**config.mk**
```make
export PLATFORM = sky130hd
export DESIGN_NAME = four_channel_servo_pwm_top
export DESIGN_NICKNAME = d
export VERILOG_FILES = /design/src/sv/fcsp_pkg.sv /design/src/sv/fcsp_servo_map.sv /design/src/sv/fcsp_timer.sv /design/src/sv/four_channel_servo_pwm_top.sv
export SDC_FILE = /design/constraint.sdc
export NUM_CORES = 1
export LEC_CHECK = 0
export BUFFER_PORTS_ARGS = -buffer_cell sky130_fd_sc_hd__buf_2
export CAP_MARGIN = 40
export CORE_MARGIN = 4
export CORE_UTILIZATION = 50
export DETAILED_ROUTE_END_ITERATION = 16
export GPL_TIMING_DRIVEN = 0
export PLACE_DENSITY = 0.74
export REMOVE_ABC_BUFFERS = 1
export SLEW_MARGIN = 10
export SYNTH_ARGS = -nofsm -noshare
export SYNTH_HDL_FRONTEND = slang
export SYNTH_SLANG_ARGS = --single-unit
```
**constraint.sdc**
```tcl
create_clock -name clk_i -period 12.5 [get_ports clk_i]
set_clock_uncertainty 0.1 [all_clocks]
set_input_delay 0.625 -clock clk_i [delete_from_list [all_inputs] [get_ports clk_i]]
set_output_delay 0.625 -clock clk_i [all_outputs]
set_load 0.02 [all_outputs]
```
**src/sv/fcsp_pkg.sv**
```systemverilog
package fcsp_pkg;

  localparam int unsigned ChannelCount = 4;
  localparam int unsigned CountWidth   = 16;

  localparam int unsigned TopWidth     = 16;
  localparam int unsigned CmpWidth     = 13;
  localparam int unsigned ChanWidth    = 8;
  localparam int unsigned DegWidth     = 16;
  localparam int unsigned LevelWidth   = 4;
  localparam int unsigned ChosenWidth  = 3;
  localparam int unsigned ChanIdxWidth = (ChannelCount > 1) ? $clog2(ChannelCount) : 1;
  // holds the clamped channel number 1..ChannelCount
  localparam int unsigned ChanNumWidth = $clog2(ChannelCount + 1);
  localparam int unsigned CntCmpWidth  = (CountWidth > TopWidth) ? CountWidth : TopWidth;

  localparam int unsigned InDataWidth  = 24;
  localparam int unsigned OutDataWidth = 24;

  localparam logic [TopWidth-1:0] PeriodTopReset = 16'd39999;
  localparam logic [CmpWidth-1:0] IdleCompare    = 13'd1000;
  localparam logic [CmpWidth-1:0] MaxCompare     = 13'd5000;
  localparam logic [DegWidth-1:0] MaxDegrees     = 16'd180;

  // floor(d * 100 / 9) == (d * 1456400) >> 17 for every d below 180
  localparam int unsigned DegRecipWidth = 21;
  localparam logic [DegRecipWidth-1:0] DegRecip = 21'd1456400;
  localparam int unsigned DegShift      = 17;

  // item kinds carried in tuser
  localparam logic ModeTick = 1'b0;
  localparam logic ModeSet  = 1'b1;

  // configuration register indexes
  localparam logic CfgPeriodTop = 1'b0;
  localparam logic CfgRunEnable = 1'b1;

  typedef struct packed {
    logic                    tick;
    logic                    set;
    logic [ChanIdxWidth-1:0] idx;
    logic [CmpWidth-1:0]     cmp;
  } fcsp_req_t;

  typedef struct packed {
    logic [LevelWidth-1:0] levels;
    logic                  wrapped;
  } fcsp_stat_t;

endpackage

```
**src/sv/fcsp_servo_map.sv**
```systemverilog
module fcsp_servo_map import fcsp_pkg::*; (
  input  logic [ChanWidth-1:0]    channel_i,
  input  logic [DegWidth-1:0]     degrees_i,
  output logic [ChanNumWidth-1:0] chan_num_o,
  output logic [ChanIdxWidth-1:0] chan_idx_o,
  output logic [CmpWidth-1:0]     compare_o
);

  logic signed [ChanWidth-1:0]            ch_s;
  logic [ChanWidth-1:0]                   ch_clamped;
  logic [8+DegRecipWidth-1:0]             prod;
  logic [CmpWidth-3:0]                    quot;

  assign ch_s = $signed(channel_i);

  always_comb begin
    if (ch_s < $signed(ChanWidth'(1))) begin
      ch_clamped = ChanWidth'(1);
    end else if (ch_s > $signed(ChanWidth'(ChannelCount))) begin
      ch_clamped = ChanWidth'(ChannelCount);
    end else begin
      ch_clamped = channel_i;
    end
  end

  assign chan_num_o = ch_clamped[ChanNumWidth-1:0];
  assign chan_idx_o = ChanIdxWidth'(ch_clamped - ChanWidth'(1));

  // only angles 0..179 use the multiplier result
  assign prod = (8+DegRecipWidth)'(degrees_i[7:0]) * (8+DegRecipWidth)'(DegRecip);
  assign quot = prod[DegShift +: CmpWidth-2];

  always_comb begin
    if (degrees_i[DegWidth-1]) begin
      compare_o = IdleCompare;
    end else if (degrees_i >= MaxDegrees) begin
      compare_o = MaxCompare;
    end else begin
      compare_o = {1'b0, quot, 1'b0} + IdleCompare;
    end
  end

endmodule

```
**src/sv/fcsp_timer.sv**
```systemverilog
module fcsp_timer import fcsp_pkg::*; (
  input  logic                clk_i,
  input  logic                rst_ni,
  input  logic [TopWidth-1:0] period_top_i,
  input  logic                run_enable_i,
  input  fcsp_req_t           req_i,
  output fcsp_stat_t          stat_o
);

  logic [CountWidth-1:0] count_q, count_d;
  logic [CmpWidth-1:0]   active_q  [ChannelCount];
  logic [CmpWidth-1:0]   active_d  [ChannelCount];
  logic [CmpWidth-1:0]   pending_q [ChannelCount];
  logic [CmpWidth-1:0]   pending_d [ChannelCount];
  logic                  wrap;
  logic [ChannelCount-1:0] lv;

  assign wrap = req_i.tick && run_enable_i &&
                (CntCmpWidth'(count_q) >= CntCmpWidth'(period_top_i));

  always_comb begin
    count_d = count_q;
    if (req_i.tick && run_enable_i) begin
      count_d = wrap ? '0 : count_q + CountWidth'(1);
    end
    for (int i = 0; i < ChannelCount; i++) begin
      active_d[i]  = wrap ? pending_q[i] : active_q[i];
      pending_d[i] = pending_q[i];
      if (req_i.set && (req_i.idx == ChanIdxWidth'(i))) begin
        pending_d[i] = req_i.cmp;
      end
    end
  end

  always_ff @(posedge clk_i or negedge rst_ni) begin
    if (!rst_ni) begin
      count_q <= '0;
      for (int i = 0; i < ChannelCount; i++) begin
        active_q[i]  <= IdleCompare;
        pending_q[i] <= IdleCompare;
      end
    end else begin
      count_q <= count_d;
      for (int i = 0; i < ChannelCount; i++) begin
        active_q[i]  <= active_d[i];
        pending_q[i] <= pending_d[i];
      end
    end
  end

  // levels after this item
  always_comb begin
    for (int i = 0; i < ChannelCount; i++) begin
      lv[i] = count_d <= CountWidth'(active_d[i]);
    end
  end

  for (genvar g = 0; g < LevelWidth; g++) begin : g_lv
    if (g < ChannelCount) begin : g_on
      assign stat_o.levels[g] = lv[g];
    end else begin : g_off
      assign stat_o.levels[g] = 1'b0;
    end
  end

  assign stat_o.wrapped = wrap;

endmodule

```
**src/sv/four_channel_servo_pwm_top.sv**
```systemverilog
// channel  dir  tdata / payload                                   tuser
// s_axis   in   [7:0] channel, [23:8] degrees                     mode
// m_axis   out  [3:0] pulse_levels, [4] period_wrapped,           -
//               [7:5] chosen_channel, [20:8] new_compare
// cfg      in   cfg_addr_i: 0 period_top, 1 run_enable; cfg_data_i
//
// one item per cycle sustained while m_axis is ready; a request passes through the input
// register and then the result register before it shows up on m_axis.
// reset: counter 0, all compares 1000, period_top 39999, timer stopped.
// a stall on m_axis holds the result register and backs up into the input
// register, then into s_axis tready; cfg is always ready.
module four_channel_servo_pwm_top import fcsp_pkg::*; (
  input  logic                    clk_i,
  input  logic                    rst_ni,
  input  logic                    s_axis_tvalid,
  output logic                    s_axis_tready,
  input  logic [InDataWidth-1:0]  s_axis_tdata,   // channel, degrees
  input  logic                    s_axis_tuser,   // mode
  output logic                    m_axis_tvalid,
  input  logic                    m_axis_tready,
  output logic [OutDataWidth-1:0] m_axis_tdata,   // levels, wrapped, channel, compare, pad
  input  logic                    cfg_valid_i,
  output logic                    cfg_ready_o,
  input  logic                    cfg_addr_i,
  input  logic [TopWidth-1:0]     cfg_data_i
);

  logic                    in_valid_q;
  logic                    in_mode_q;
  logic [ChanWidth-1:0]    in_chan_q;
  logic [DegWidth-1:0]     in_deg_q;
  logic                    out_valid_q;
  logic [OutDataWidth-1:0] out_data_q, out_data_d;
  logic [TopWidth-1:0]     period_top_q;
  logic                    run_enable_q;
  logic                    advance;
  logic [ChanNumWidth-1:0] chan_num;
  logic [ChanIdxWidth-1:0] chan_idx;
  logic [CmpWidth-1:0]     compare;
  logic                    is_set;
  fcsp_req_t               req;
  fcsp_stat_t              stat;
  logic [ChosenWidth-1:0]  chosen;
  logic [CmpWidth-1:0]     cmp_out;

  assign advance       = in_valid_q && (!out_valid_q || m_axis_tready);
  assign s_axis_tready = !in_valid_q || advance;
  assign cfg_ready_o   = 1'b1;

  always_ff @(posedge clk_i or negedge rst_ni) begin
    if (!rst_ni) begin
      period_top_q <= PeriodTopReset;
      run_enable_q <= 1'b0;
    end else if (cfg_valid_i) begin
      if (cfg_addr_i == CfgPeriodTop) begin
        period_top_q <= cfg_data_i;
      end
      if (cfg_addr_i == CfgRunEnable) begin
        run_enable_q <= cfg_data_i[0];
      end
    end
  end

  always_ff @(posedge clk_i or negedge rst_ni) begin
    if (!rst_ni) begin
      in_valid_q <= 1'b0;
    end else if (s_axis_tready) begin
      in_valid_q <= s_axis_tvalid;
    end
  end

  always_ff @(posedge clk_i) begin
    if (s_axis_tready && s_axis_tvalid) begin
      in_mode_q <= s_axis_tuser;
      in_chan_q <= s_axis_tdata[ChanWidth-1:0];
      in_deg_q  <= s_axis_tdata[ChanWidth +: DegWidth];
    end
  end

  fcsp_servo_map u_map (
    .channel_i  (in_chan_q),
    .degrees_i  (in_deg_q),
    .chan_num_o (chan_num),
    .chan_idx_o (chan_idx),
    .compare_o  (compare)
  );

  assign is_set = in_mode_q == ModeSet;

  always_comb begin
    req.tick = advance && (in_mode_q == ModeTick);
    req.set  = advance && is_set;
    req.idx  = chan_idx;
    req.cmp  = compare;
  end

  fcsp_timer u_timer (
    .clk_i        (clk_i),
    .rst_ni       (rst_ni),
    .period_top_i (period_top_q),
    .run_enable_i (run_enable_q),
    .req_i        (req),
    .stat_o       (stat)
  );

  assign chosen  = is_set ? ChosenWidth'(chan_num) : ChosenWidth'(1);
  assign cmp_out = is_set ? compare : IdleCompare;

  assign out_data_d = OutDataWidth'({cmp_out, chosen, stat.wrapped, stat.levels});

  always_ff @(posedge clk_i or negedge rst_ni) begin
    if (!rst_ni) begin
      out_valid_q <= 1'b0;
    end else if (advance) begin
      out_valid_q <= 1'b1;
    end else if (m_axis_tready) begin
      out_valid_q <= 1'b0;
    end
  end

  always_ff @(posedge clk_i) begin
    if (advance) begin
      out_data_q <= out_data_d;
    end
  end

  assign m_axis_tvalid = out_valid_q;
  assign m_axis_tdata  = out_data_q;

  // a wrap only comes from a tick, which reports the idle fields
  assert property (@(posedge clk_i) disable iff (!rst_ni)
    out_valid_q && out_data_q[4] |-> out_data_q[7:5] == 3'd1 && out_data_q[20:8] == IdleCompare)
    else $error("wrap reported on a set result");

  assert property (@(posedge clk_i) disable iff (!rst_ni)
    out_valid_q |-> out_data_q[20:8] >= IdleCompare && out_data_q[20:8] <= MaxCompare)
    else $error("compare out of range");

  assert property (@(posedge clk_i) disable iff (!rst_ni)
    in_valid_q && !advance |=> in_valid_q && $stable(in_deg_q) && $stable(in_chan_q))
    else $error("held request lost");

  assert property (@(posedge clk_i) disable iff (!rst_ni)
    advance && !run_enable_q |=> !out_data_q[4])
    else $error("wrap while stopped");

endmodule

```
==> results of run 1 <==
==> stage by stage <==
stage	util, %	area, sq um	setup slack (ns)
after CTS	56.61	11900	6.573
after floorplan	-	10500	6.866
final	56.61	11900	6.581
after global routing	56.61	11900	6.298
after global placement	53.21	11190	4.751
after detailed placement	53.86	11320	6.603
==> flip-flops by register name, indices dropped and copies added (netlist names) <==
name	cells
in_valid_q	1
in_mode_q	1
run_enable_q	1
m_axis_tdata	20
u_timer.pending_q	48
period_top_q	16
in_chan_q	8
u_timer.active_q	52
u_timer.count_q	16
m_axis_tvalid	1
in_deg_q	16
==> layer usage <==
layer	routed length [um]	global-route usage, %	up-vias
met4	344	5.046	0
met1	9879	24.68	3501
met2	10270	30.93	130
li1	-	-	3588
met3	896	3.771	25
met5	0	0	-
==> layout by cell type, fill, tap and decap left out, types with 29 or more instances in the layout <==
cell	count
nand2_1	93
dfstp_2	58
ha_1	129
inv_1	122
nor2_1	41
edfxtp_1	45
nand3_1	29
o21ai_0	54
buf_2	67
dfrtp_1	77
a21oi_1	44
mux2i_1	48
==> critical path: cells and delay by family, from the launching register on <==
kind / cells / cell delay, ns
AO/OA/AOI/OAI: 4 / 0.73
buffers and inverters: 4 / 0.29
flip-flops: 1 / 0.54
adder cells (fa/ha/maj): 5 / 2.36
AND/OR/NAND/NOR: 6 / 1.67
==> final cells by class <==
type	instances	area (sq um)
Sequential cell	180	4802
Clock buffer	22	480.5
Inverter	123	461.7
Multi-Input combinational cell	669	5260
Timing Repair Buffer	74	454.2
Clock inverter	10	97.59
Fill cell	1787	9121
Tap cell	275	344.1
==> how the worst max path moves through the flow <==
stage | start | end | slack, ns | cells after the start
after floorplan | m_axis_tready | m_axis_tdata[2] | 6.87 | 11
after global placement | m_axis_tready | m_axis_tdata[3] | 4.75 | 12
after detailed placement | in_deg_q[5] | m_axis_tdata[20] | 6.60 | 17
after CTS | in_deg_q[5] | m_axis_tdata[20] | 6.57 | 17
after global routing | in_deg_q[6] | u_timer.pending_q[37] | 6.30 | 19
final | in_deg_q[6] | m_axis_tdata[20] | 6.58 | 19
==> power by group through the flow <==
stage | registers, mW | clock network (mW) | logic [mW]
global placement | 0.682 | 0 | 0.641
detailed placement | 0.683 | 0 | 0.659
CTS | 0.673 | 0.530 | 0.667
finish | 0.673 | 0.521 | 0.666
floorplan | 0.682 | 0 | 0.486
global route | 0.677 | 0.555 | 0.747
==> kinds of logic after synthesis <==
family                   count (synthesis)  synth area share [%]
AO/OA/AOI/OAI                          171                 10.10
buffers and inverters                  155                 5.960
other                                    2               0.07042
XOR/XNOR                                28                 2.476
adder cells (fa/ha/maj)                149                 18.89
AND/OR/NAND/NOR                        261                 12.19
multiplexers                            55                 5.280
flip-flops                             180                 45.03
==> metrics, run 1 <==
Post-synth top cells=ha_1, inv_1, nand2_1, dfrtp_1, dfstp_2; I/O Buffers=68; via count=7244; layout cells sized above 1=18.09%; Worst Tran Pin Value=0.8484 ns; synthesized cell area=0.01066 sq mm; CTS max path bufs=2; Post-CTS Setup Bufs=0; ANT cells=0; top-count cell post-synth=ha_1; R2R cell count=19; H-tree levels=4; io pins=74; Critical Path RT=12.59 ns; number of flops mapped to enable cells by yosys=45; worst hold path type=in -> async; clock network fraction of total power=28.0%; hold slack=0.02850 ns; slowest CP cell=edfxtp_1; Sw Ratio=35.18%; Syn Inst Count=1001; PwrDens=156.3 mW/mm^2; Top FF cell, synth=dfrtp_1; Root Buffer=clkbuf_16; sequential area share after synthesis=45.03%; die width=154.0 um; Cell Int Power=1.206 mW; crit path kind=reg -> reg; status=finished, final reports clean; Via density=5.354; initial cell density of the core=50.73%; syn_area_per_cell=10.65 sq um; initial antenna violation count=0; final net count=1261; Yosys top cell area share=18.07%; Resize count post-CTS=0; max frequency=0.1689 GHz; worst-skew pair later-pin latency=0.43 ns; Final Hold Viols=0; Slew Limit Fails=0; gr usage total=18.52%; fraction of registers with async set/reset=75.00%; setup_tns=0 ns; Detailed Place HPWL=16240 um; Synth cell types=73; detailed-route DRC error count=0; vias in the first global route=7207; Static Leak=6.187 nW; CP max FO=8; CTS tree=yes; crit path launch type=flop; largest net degree at the start of global routing=89; Overall Power=1.860 mW; VDD IR max=0.0001299 V; Comb pwr share=35.8%; chip height=154.0 um; Cell Chain, Critical Path=inv_1, ha_1, inv_1, fa_1, fa_1, inv_1, fa_1, inv_1, ha_1, a21oi_2, or4_1, o2111ai_1, nor3_2, or3_4, a21o_1, or3_4, a31oi_2, nor2_2, and2_1; clk slew on worst S/H paths=0.06 ns; Setup crit end kind=flop; Seq pwr share=36.2%; global route overflow=0; CTS sink cnt=180; Inserted Clock Buffers=17; Tmin final=5.919 ns; Setup Viol. Count Final=0; Core Area=0.02102 sq mm; Max stage delay on crit path=0.54 ns; area leader, netlist=dfrtp_1; Post-DRT Antenna Nets=0; #FFs+latches synth=180; Area contributors post-synth=dfrtp_1, ha_1, dfstp_2, edfxtp_1, mux2i_1; Final Cycle Share=47.36%; Reg-to-Reg End=m_axis_tdata[20]; gp weighted congestion=0.8562; Non-Filler Instances=1353; Yosys Warn Count=0; 1st-pass router iterations=5; area grow syn2layout=11.59%; Post-Route WL=21390 um; wire per inst=15.81 um; relative slew slack=42.84%; r2r startpoint=in_deg_q[6]; drt first-iter violations=543; switching power=0.6545 mW; Hold-fix buffers, CTS=0; flop2flop setup slack=6.58 ns; site row count=53; global-route wire length before repair=35580 um; RSZ-0062 raised after global routing=false; critical path arrival=6.01 ns; CP most frequent cell=inv_1; Inst Count DP=1321; area of the die=0.02373 sq mm; max capacitance violation total=0
Power figures use the tool's default switching activity.
==> run 2: changes to the inputs <==
- clock period: 12.5 -> 5.5 ns (I/O delays scaled with it)
==> metrics, run 2 (same netlist as run 1, synthesis figures left out) <==
Critical Path RT=5.72 ns (was 12.59 ns); CTS sink cnt=180 (unchanged); CP endpoint=u_timer.pending_q[49] (was m_axis_tdata[20]); chip height=154.0 um (unchanged); Final Cycle Share=98.74% (was 47.36%); crit path launch type=flop (unchanged); Final Hold Viols=0 (unchanged); Post-Route WL=23100 um (was 21390 um); Post-DRT Antenna Nets=0 (unchanged); status=finished, final reports clean (unchanged); Reg-to-Reg End=u_timer.pending_q[49] (was m_axis_tdata[20]); layout cells sized above 1=20.19% (was 18.09%); area of the die=0.02373 sq mm (unchanged); gp weighted congestion=0.8562 (unchanged); global route overflow=0 (unchanged); CP max FO=8 (unchanged); Core Area=0.02102 sq mm (unchanged); RSZ-0062 raised after global routing=true (was false); VDD IR max=0.0003074 V (was 0.0001299 V); Largest register FFs=52 (unchanged); gr usage total=19.80% (was 18.52%); Via density=5.342 (was 5.354); Biggest register=u_timer.active_q (unchanged); vias in the first global route=7607 (was 7207); initial cell density of the core=50.73% (unchanged); most common cell after layout, fill and taps aside=ha_1 (unchanged); worst-skew pair later-pin latency=0.43 ns (about the same); r2r startpoint=in_deg_q[7] (was in_deg_q[6]); largest net degree at the start of global routing=89 (unchanged); Inserted Clock Buffers=17 (unchanged); Setup crit end kind=flop (unchanged); final net count=1322 (was 1261); Worst Tran Pin Value=0.9002 ns (was 0.8484 ns); site row count=53 (unchanged); max frequency=0.1841 GHz (was 0.1689 GHz); most frequent cells in the layout=ha_1, inv_1, nand2_1 (unchanged); Setup Viol. Count Final=0 (unchanged); total placed instance area=0.01132 sq mm (unchanged); drt first-iter violations=586 (was 543); PwrDens=350.1 mW/mm^2 (was 156.3 mW/mm^2); worst hold path type=in -> reg (was in -> async); detailed-route DRC error count=0 (unchanged); Overall Power=4.405 mW (was 1.860 mW); Final Cell Area=0.01258 sq mm (was 0.01190 sq mm); Static Leak=6.486 nW (was 6.187 nW); critical path arrival=5.65 ns (was 6.01 ns); CTS tree=yes (unchanged); max capacitance violation total=0 (unchanged); wire per inst=16.34 um (was 15.81 um); Slew Limit Fails=0 (unchanged); initial antenna violation count=0 (unchanged); R2R cell count=15 (was 19); relative slew slack=39.66% (was 42.84%); global-route wire length before repair=37870 um (was 35580 um); Tmin final=5.431 ns (was 5.919 ns); area grow syn2layout=17.99% (was 11.59%); via count=7553 (was 7244); crit path kind=reg -> reg (unchanged); Root Buffer=clkbuf_16 (unchanged); I/O Buffers=68 (unchanged); CP startpoint=in_deg_q[7] (was in_deg_q[6]); ANT cells=0 (unchanged); flop2flop setup slack=0.07 ns (was 6.58 ns); H-tree levels=4 (unchanged); io pins=74 (unchanged); Final Worst Setup Slack=0.06937 ns (was 6.581 ns); Detailed Place HPWL=16240 um (unchanged); die width=154.0 um (unchanged); CTS max path bufs=2 (unchanged); 1st-pass router iterations=5 (unchanged); Place WS=-0.3975 ns (was 6.603 ns); clk slew on worst S/H paths=0.07 ns (was 0.06 ns)
-- run 2: cell type report --
| cell class | count | area [sq um] |
|---|---|---|
| fill | 1665 | 8439 |
| multi-input combinational | 669 | 5376 |
| sequential | 180 | 4802 |
| timing repair buffer | 135 | 1020 |
| clock buffer | 22 | 480.5 |
| inverter | 123 | 461.7 |
| tap | 275 | 344.1 |
| clock inverter | 10 | 97.59 |
-- run 2: through the flow --
stage | utilization, % | instances | hold slack [ns] | setup TNS (ns)
finish | 59.85 | 1414 | 0.02207 | 0
global placement | 53.21 | 1315 | 0.3513 | -24.96
global route | 59.85 | 1414 | 0.05823 | -0.2077
floorplan | - | 972 | -0.1206 | -0.1132
detailed placement | 53.86 | 1321 | 0.1516 | -4.338
CTS | 59.26 | 1406 | 0.01137 | 0
-- run 2: power by group --
group | leakage (nW) | total (mW) | switching (mW) | internal [mW]
Sequential | 2.07 | 1.53 | 0.0510 | 1.48
Clock | 0.283 | 1.19 | 0.516 | 0.672
Combinational | 4.14 | 1.69 | 0.986 | 0.705
-- run 2: critical path, stage by stage, from the launching register on --
cell      delay (ns)
edfxtp_1        0.51
fa_2            0.57
ha_1            0.24
fa_1            0.52
fa_1            0.49
ha_1            0.47
nand4_1         0.26
o31ai_2         0.30
a32oi_2         0.12
xnor2_2         0.19
or3_4           0.42
a21o_1          0.18
or3_4           0.38
xnor2_4         0.22
nor2_1          0.07
mux2_2          0.27
-- run 2: metal layers --
layer  up-vias  share of wire (%)  global-route usage (%)
met5         -                  0                       0
met4         0                1.9                   5.635
met3        31                4.4                   4.081
met2       139                 49                   33.67
met1      3665                 44                   25.72
li1       3718                  -                       -
-- run 2: how the worst min path moves through the flow --
stage	startpoint	endpoint	slack [ns]	depth (start not counted)
4_1_cts	m_axis_tready	m_axis_tvalid	0.01	3
2_1_floorplan	rst_ni	in_valid_q	-0.12	0
6_report	m_axis_tready	m_axis_tvalid	0.02	3
3_5_place_dp	rst_ni	period_top_q[9]	0.15	1
3_3_place_gp	s_axis_tdata[11]	in_deg_q[3]	0.35	1
5_1_grt	m_axis_tready	m_axis_tvalid	0.06	3
-- run 2: what timing repair did --
item                                    4_1_cts  5_1_grt
pin swaps                                    12       12
setup buffers                                10        8
hold buffers                                 43        0
resized for setup                             8       12
hold endpoints to repair                     72        0
endpoints found under the setup margin       21       24
==> run 3: changes to the inputs <==
- REMOVE_ABC_BUFFERS: 1 -> not set
==> metrics, run 3 (same netlist as run 1, synthesis figures left out) <==
Detailed Place HPWL=17000 um (was 16240 um); wire per inst=16.76 um (was 16.34 um); Bufs and invs on worst path=6 (was 0); Worst Hold Path EP=m_axis_tvalid (unchanged); Setup Viol. Count Final=7 (was 0); Overall Power=4.744 mW (was 4.405 mW); max frequency=0.1795 GHz (was 0.1841 GHz); Worst Hold Depth=3 (unchanged); Max stage delay on crit path=0.49 ns (was 0.57 ns); global route overflow=0 (unchanged); Final Cycle Share=101.3% (was 98.74%); area of the die=0.02373 sq mm (unchanged); Sequential cell area=0.004802 sq mm (unchanged); relative slew slack=42.83% (was 39.66%); I/O Buffers=68 (unchanged); io pins=74 (unchanged); chip height=154.0 um (unchanged); via count=7712 (was 7553); Cell Chain, Critical Path=buf_4, buf_4, buf_4, ha_1, ha_1, inv_1, fa_1, inv_1, fa_1, ha_1, buf_6, nor3_2, or3_4, and3b_2, nor3_4, or3_4, a21o_1, or3_4, xnor2_4, nor2_1, mux2_4 (was fa_2, ha_1, fa_1, fa_1, ha_1, nand4_1, o31ai_2, a32oi_2, xnor2_2, or3_4, a21o_1, or3_4, xnor2_4, nor2_1, mux2_2); Final Hold Viols=0 (unchanged); Biggest register=u_timer.active_q (unchanged); max capacitance violation total=0 (unchanged); Slew Limit Fails=0 (unchanged); Reg-to-Reg End=u_timer.pending_q[49] (unchanged); initial antenna violation count=0 (unchanged); Root Buffer=clkbuf_16 (unchanged); status=finished, violations left (was finished, final reports clean); Static Leak=6.602 nW (was 6.486 nW); Core Area=0.02102 sq mm (unchanged); CTS tree=yes (unchanged); largest net degree at the start of global routing=90 (was 89); area grow syn2layout=20.87% (was 17.99%); Critical Path RT=5.71 ns (was 5.72 ns); total placed instance area=0.01143 sq mm (was 0.01132 sq mm); failing checks=negative setup slack; Post-DRT Antenna Nets=0 (unchanged); Inserted Clock Buffers=17 (unchanged); vias in the first global route=8027 (was 7607); RSZ-0062 raised after global routing=true (unchanged); clk slew on worst S/H paths=0.07 ns (about the same); Via density=5.333 (was 5.342); die width=154.0 um (unchanged); R2R cell count=21 (was 15); drt first-iter violations=422 (was 586); gp weighted congestion=0.8387 (was 0.8562); worst hold path type=in -> reg (unchanged); r2r startpoint=in_deg_q[6] (was in_deg_q[7]); setup_tns=-0.2277 ns (was 0 ns); CP max FO=8 (unchanged); detailed-route DRC error count=0 (unchanged); crit path kind=reg -> reg (unchanged); VDD IR max=0.0002264 V (was 0.0003074 V); CTS sink cnt=180 (unchanged); CP top delay family=adder cells (unchanged); H-tree levels=4 (unchanged); Largest register FFs=52 (unchanged); ANT cells=0 (unchanged); initial cell density of the core=50.73% (unchanged); Final Worst Setup Slack=-0.07103 ns (was 0.06937 ns); layout filler cell count=1650 (was 1665); 1st-pass router iterations=6 (was 5); most common cell after layout, fill and taps aside=ha_1 (unchanged); slowest CP cell=edfxtp_1 (was fa_2); critical path arrival=5.79 ns (was 5.65 ns); Setup crit end kind=flop (unchanged); area occupied by multi-input gates=0.005448 sq mm (was 0.005376 sq mm); flop2flop setup slack=-0.07 ns (was 0.07 ns); gr usage total=20.85% (was 19.80%); most frequent cells in the layout=ha_1, inv_1, nand2_1 (unchanged); Post-Route WL=24240 um (was 23100 um); Worst Tran Pin Value=0.8485 ns (was 0.9002 ns); Final Cell Area=0.01289 sq mm (was 0.01258 sq mm); PwrDens=368.0 mW/mm^2 (was 350.1 mW/mm^2); global-route wire length before repair=39750 um (was 37870 um); layout cells sized above 1=21.01% (was 20.19%); crit path launch type=flop (unchanged); CTS max path bufs=2 (unchanged); Tmin final=5.571 ns (was 5.431 ns); site row count=53 (unchanged); worst hold start=m_axis_tready (unchanged); final net count=1354 (was 1322); worst-skew pair later-pin latency=0.43 ns (about the same); hold slack=0.03884 ns (was 0.02207 ns)
-- run 3: cell count changes in the layout (fill, tap and decap cells not counted), moves of 3 or more --
| cell | delta |
|---|---|
| clkinv_4 | -4 |
| buf_6 | +5 |
| clkbuf_1 | +19 |
| buf_4 | +7 |
| bufinv_16 | +3 |
-- run 3: how the worst max path moves through the flow --
stage | from | endpoint | slack [ns] | depth (start not counted)
2_1_floorplan | in_deg_q[5] | m_axis_tdata[20] | 0.11 | 18
3_3_place_gp | in_deg_q[6] | m_axis_tdata[20] | -0.31 | 20
3_5_place_dp | in_deg_q[6] | u_timer.pending_q[37] | -0.38 | 20
4_1_cts | in_deg_q[6] | m_axis_tdata[20] | 0.009 | 20
5_1_grt | in_deg_q[6] | m_axis_tdata[19] | -0.21 | 21
6_report | in_deg_q[6] | u_timer.pending_q[49] | -0.07 | 21
-- run 3: area by class of cell --
cell class	count	share of cell area (%)
clock buffers	24	3.824
multi-input cells	669	42.26
well taps	275	2.669
inverters	123	3.582
flip-flops and latches	180	37.25
repair buffers	135	7.882
clock inverters	8	1.136
plain buffers	32	1.388
-- run 3: per-layer routing --
metal | global-route usage (%) | wire length, um | vias to the layer above
met5 | 0 | 0 | -
met4 | 5.214 | 389 | 0
met3 | 4.391 | 1016 | 34
met2 | 35.25 | 11960 | 176
met1 | 27.51 | 10870 | 3744
li1 | - | - | 3758
-- run 3: power by group --
part	internal [mW]	switching [mW]	total, mW
Clock	0.813	0.512	1.32
Sequential	1.48	0.0521	1.53
Combinational	0.818	1.07	1.89
Total	3.11	1.64	4.74
-- run 3: per-stage QoR --
stage	worst slack, ns	std cells	utilization, %
after floorplan	0.1122	1004	-
after global placement	-0.3073	1347	54.04
after detailed placement	-0.3823	1351	54.40
after CTS	0.009361	1437	60.22
after global routing	-0.2059	1446	61.32
final	-0.07103	1446	61.32
-- run 3: what timing repair did --
| action | CTS | global route |
|---|---|---|
| hold buffers | 43 | 0 |
| endpoints found under the setup margin | 21 | 21 |
| buffers inserted | 11 | 9 |
| pin swaps | 5 | 13 |
| resized for setup | 10 | 31 |
| hold endpoints to repair | 73 | 0 |
-- run 3: worst min-delay path, delay by kind of cell --
family / cells / cell delay (ns)
and+or+nand+nor: 2 / 0.16
buffers and inverters: 1 / 0.08
